==> config.mk <==
export PLATFORM = sky130hd
export DESIGN_NAME = rpid_ramp
export DESIGN_NICKNAME = d
export VERILOG_FILES = /design/src/design/rpid_pkg.sv /design/src/design/rpid_ramp.sv
export SDC_FILE = /design/constraint.sdc
export NUM_CORES = 1
export LEC_CHECK = 0
export BUFFER_PORTS_ARGS = -buffer_cell sky130_fd_sc_hd__buf_2
export CAP_MARGIN = 20
export CORE_MARGIN = 1
export CORE_UTILIZATION = 40
export DETAILED_ROUTE_END_ITERATION = 12
export SETUP_SLACK_MARGIN = 0.15
export SKIP_LAST_GASP = 1
export SLEW_MARGIN = 20
export SYNTH_ARGS = -nofsm -noshare
export SYNTH_HDL_FRONTEND = slang
export SYNTH_SLANG_ARGS = --single-unit
export TNS_END_PERCENT = 100
==> constraint.sdc <==
create_clock -name clk -period 6.3 [get_ports clk]
set_input_delay 0.315 -clock clk [delete_from_list [all_inputs] [get_ports clk]]
set_output_delay 0.315 -clock clk [all_outputs]
set_load 0.1 [all_outputs]
==> src/design/rpid_pkg.sv <==
package rpid_pkg;

    localparam int INTEGRAL_BITS_DEFAULT = 48;
    localparam int CFG_INDEX_W           = 3;
    localparam int CFG_DATA_W            = 32;
    localparam int POS_W                 = 32;
    localparam int GAIN_W                = 32;
    localparam int STEP_W                = 31;
    localparam int LIMIT_W               = 24;
    localparam int CMD_W                 = 25;
    localparam int FRAC_SHIFT            = 24;
    localparam int TERM_W                = 42;
    localparam longint TERM_LIMIT        = 64'sd1 <<< 40;

    typedef enum logic [CFG_INDEX_W-1:0] {
        REG_GAIN_P      = 3'd0,
        REG_GAIN_I      = 3'd1,
        REG_GAIN_D      = 3'd2,
        REG_TARGET      = 3'd3,
        REG_RAMP_STEP   = 3'd4,
        REG_DRIVE_LIMIT = 3'd5
    } cfg_index_t;

    typedef struct packed {
        logic signed [GAIN_W-1:0] gain_p;
        logic signed [GAIN_W-1:0] gain_i_times_dt;
        logic signed [GAIN_W-1:0] gain_d_over_dt;
        logic signed [POS_W-1:0]  target_position;
        logic [STEP_W-1:0]        ramp_step;
        logic [LIMIT_W-1:0]       drive_limit;
    } cfg_t;

    localparam cfg_t CFG_RESET = '{
        gain_p:          32'sd8388608,
        gain_i_times_dt: 32'sd168,
        gain_d_over_dt:  32'sd83886080,
        target_position: 32'sd0,
        ramp_step:       31'd16384,
        drive_limit:     24'd1572864
    };

endpackage

==> src/design/rpid_ramp.sv <==
// Setpoint ramp: moves toward the target by at most one step, stops on it.
module rpid_ramp
(
    input  logic                              clk,
    input  logic                              rst_n,
    input  rpid_pkg::cfg_t                    cfg,
    input  logic                              advance,
    output logic signed [rpid_pkg::POS_W-1:0] setpoint
);

    localparam int PW = rpid_pkg::POS_W;

    logic signed [PW-1:0] setpoint_reg;
    logic signed [PW-1:0] setpoint_next;
    logic signed [PW:0]   diff;
    logic [PW:0]          span;
    logic [PW:0]          step_ext;

    always_comb
    begin
        diff     = {cfg.target_position[PW-1], cfg.target_position}
                 - {setpoint_reg[PW-1], setpoint_reg};
        span     = diff[PW] ? (PW+1)'(-diff) : (PW+1)'(diff);
        step_ext = {2'b00, cfg.ramp_step};
        if (diff == '0)
        begin
            setpoint_next = setpoint_reg;
        end
        else if (span > step_ext)
        begin
            if (diff[PW])
                setpoint_next = setpoint_reg - PW'(cfg.ramp_step);
            else
                setpoint_next = setpoint_reg + PW'(cfg.ramp_step);
        end
        else
        begin
            setpoint_next = cfg.target_position;
        end
    end

    always_ff @(posedge clk or negedge rst_n)
    begin
        if (!rst_n)
            setpoint_reg <= '0;
        else if (advance)
            setpoint_reg <= setpoint_next;
    end

    assign setpoint = setpoint_next;

endmodule

==> results.json <==
{
  "status": "finished, final reports clean",
  "drtPass1Iterations": 5,
  "antenna_found_initial": 0,
  "synth_warnings": 0,
  "rr_worst_depth": 24,
  "cts_tree": "yes",
  "drv_cap": 0,
  "fp-row-count": 51,
  "synth_nets": 1398,
  "synth-seq-cells": 32,
  "hpwlAfterDp_mm": 22.20,
  "clk_pin_slew_ns": 0.06,
  "final_hold_viol_count": 0,
  "cts_made_buffers": 5,
  "vias": 9114,
  "hold_class": "input port to asynchronous set/reset pin",
  "critPathLaunchType": "flip-flop",
  "synth_cells": 1114,
  "routed_via_density": 5.754,
  "crit_type": "flip-flop to primary output",
  "avgSynthCellArea_um2": 7.087,
  "fmax_mhz": 159.1,
  "die_area_um2": 20300,
  "grt_use_total_pct": 28.66,
  "startpoint": "setpoint_reg[19]$_DFFE_PN0P_",
  "post-route-period-util_pct": 99.75,
  "die_h_um": 142.5,
  "overflow": 0,
  "worstMarginPinSlew_ns": 1.055,
  "syn_area_um2": 7895,
  "initial_core_util_pct": 40.70,
  "root_buffer": "clkbuf_16",
  "required_ns": 5.98,
  "port_buffers": 97,
  "cts.sinks": 32,
  "grt_pass1_vias": 8743,
  "synth-edff-count": 0,
  "min_period_ns": 6.284,
  "clk_latency_ns": 0.30,
  "postLayoutCellArea_um2": 11480,
  "skew_ns": 0.003256,
  "htree_levels": 2,
  "setup_viol": 0,
  "die_x_um": 142.5,
  "routed_wl_mm": 28.63,
  "end_kind": "primary output",
  "final_max_slew_viol_count": 0,
  "crit_fanout": 9,
  "synthToLayoutAreaGrowth_pct": 45.45,
  "clockBufferDepth": 2,
  "grt_max_degree": 54,
  "placed_cell_area_um2": 10390,
  "final_util_pct": 59.20,
  "synth.distinct_cells": 87,
  "n_antenna_cell": 0,
  "drc_errors": 0,
  "r2r_start": "setpoint_reg[19]$_DFFE_PN0P_",
  "synthArstFlopShare_pct": 100.0,
  "nets": 1605,
  "relSlewSlack_pct": 29.69,
  "cts_hold_buf": 0,
  "core_um2": 19400,
  "r2r_end": "setpoint_reg[9]$_DFFE_PN0P_",
  "largest_reg_flops": 32,
  "cp-endpoint": "setpoint[9]",
  "crit_arrival_ns": 5.97,
  "final_layout_size_suffix_gt1_share_pct": 31.99,
  "r2r_slack_ns": 0.66,
  "wl_per_cell_um": 18.07,
  "yosysSeqAreaShare_pct": 10.14,
  "ant_nets": 0,
  "drtIter0Drc": 582,
  "grt_pass1_wl_mm": 45.35,
  "place_congestion": 0.9273,
  "ios": 218,
  "synth_ff_type": "dfrtp_1",
  "rsz0062_at_grt": "true"
}
==> synthesized netlist by cell type (all sizes together), types with 4 or more instances <==
cell type	count	share of area [%]
o211ai	4	0.38
nor3	23	1.6
or3	4	0.32
nor2	120	5.7
a31oi	66	5.2
nor2b	13	1.0
xor2	31	3.4
nand3	56	3.5
dfrtp	32	10
ha	96	15
o21a	9	0.86
xnor2	74	8.2
clkbuf	23	1.1
and2	7	0.57
a21oi	75	4.8
o31ai	24	2.4
o21bai	5	0.48
nand4	11	0.87
o21ai	96	6.1
nor3b	7	0.79
and3	16	1.3
nand2	63	3.0
inv	84	4.0
a211oi	14	1.6
nand2b	16	1.3
nand3b	7	0.67
buf	25	2.0
nor4	6	0.48
a21o	28	2.7
or2	7	0.55
o31a	4	0.44
==> area by class of cell <==
cell class	instances	area [µm²]
Clock buffer	5	125.1
Timing Repair Buffer	248	2192
Multi-Input combinational cell	950	7719
Sequential cell	32	800.8
Tap cell	265	331.6
Inverter	84	315.3
Fill cell	1825	7915
==> layer usage <==
layer	track usage [%]	vias up	routed length [µm]	share of wire [%]
li1	-	4499	-	-
met1	37.50	4350	13150	46
met2	48.89	227	13560	47
met3	3.365	38	1240	4.3
met4	8.829	0	676	2.4
met5	0	-	0	0
==> kinds of logic (layout without fill, tap and decap cells) <==
kind of cell | after synthesis | count (layout) | share of synthesized area [%]
AOI/OAI and AO/OA | 372 | 372 | 31.25
and+or+nand+nor | 371 | 371 | 23.57
buffers and inverters | 132 | 337 | 7.147
xor gates and xnor gates | 105 | 105 | 11.65
adders and majority gates | 98 | 98 | 15.72
DFF | 32 | 32 | 10.14
muxes | 4 | 4 | 0.5230
==> through the flow <==
step | TNS, ns | worst slack [ns] | cells | hold slack (ns)
after floorplan | 0 | 0.1684 | 1114 | 0.01941
after global placement | -5.844 | -0.3225 | 1547 | 0.4880
after detailed placement | -6.312 | -0.4325 | 1547 | 0.4998
after CTS | 0 | 0.04869 | 1571 | 0.1804
after global routing | -5.015 | -0.1921 | 1584 | 0.2097
final | 0 | 0.01603 | 1584 | 0.1400
==> cell usage in the layout, fill, tap and decap left out, types with 32 or more instances in the layout <==
master / n
nor2_1: 115
buf_2: 65
buf_12: 36
nand3_1: 49
a31oi_1: 37
buf_4: 141
o21ai_0: 44
xnor2_1: 73
dfrtp_1: 32
inv_1: 83
a21oi_1: 63
nand2_1: 60
ha_1: 84
==> repair_timing <==
| item | CTS | global route |
|---|---|---|
| gates resized for setup | 107 | 56 |
| buffers inserted | 17 | 13 |
| gates cloned | 2 | 0 |
| endpoints found under the setup margin | 33 | 32 |
| pin swaps | 44 | 32 |
==> worst min-delay path by stage <==
stage	endpoint	slack, ns	cells after the start
after detailed placement	setpoint_reg[25]$_DFFE_PN0P_	0.50	1
after global placement	setpoint_reg[25]$_DFFE_PN0P_	0.49	1
after floorplan	setpoint_reg[0]$_DFFE_PN0P_	0.02	0
final	setpoint_reg[25]$_DFFE_PN0P_	0.14	1
after global routing	setpoint_reg[30]$_DFFE_PN0P_	0.21	1
after CTS	setpoint_reg[25]$_DFFE_PN0P_	0.18	1
==> worst max-delay path, cell delays in order (launching register included) <==
cell and delay [ns]:
dfrtp_1 0.41, inv_1 0.07, ha_2 0.38, nand4_1 0.25
nor4_4 0.34, o211ai_1 0.15, and3_2 0.30, xnor2_1 0.19
or4_4 0.53, o31ai_4 0.19, xnor2_1 0.15, ha_1 0.27
a21o_1 0.17, a21o_1 0.18, a211oi_2 0.21, nor3_2 0.09
a2111oi_4 0.33, a21oi_2 0.10, buf_4 0.15, a311oi_4 0.25
buf_6 0.18, buf_12 0.14, nand3_1 0.17, a31oi_4 0.25
buf_12 0.19
Power is left out: the tool's default activity adds up to more than one toggle a clock period on the data nets, which glitch-free logic cannot reach.
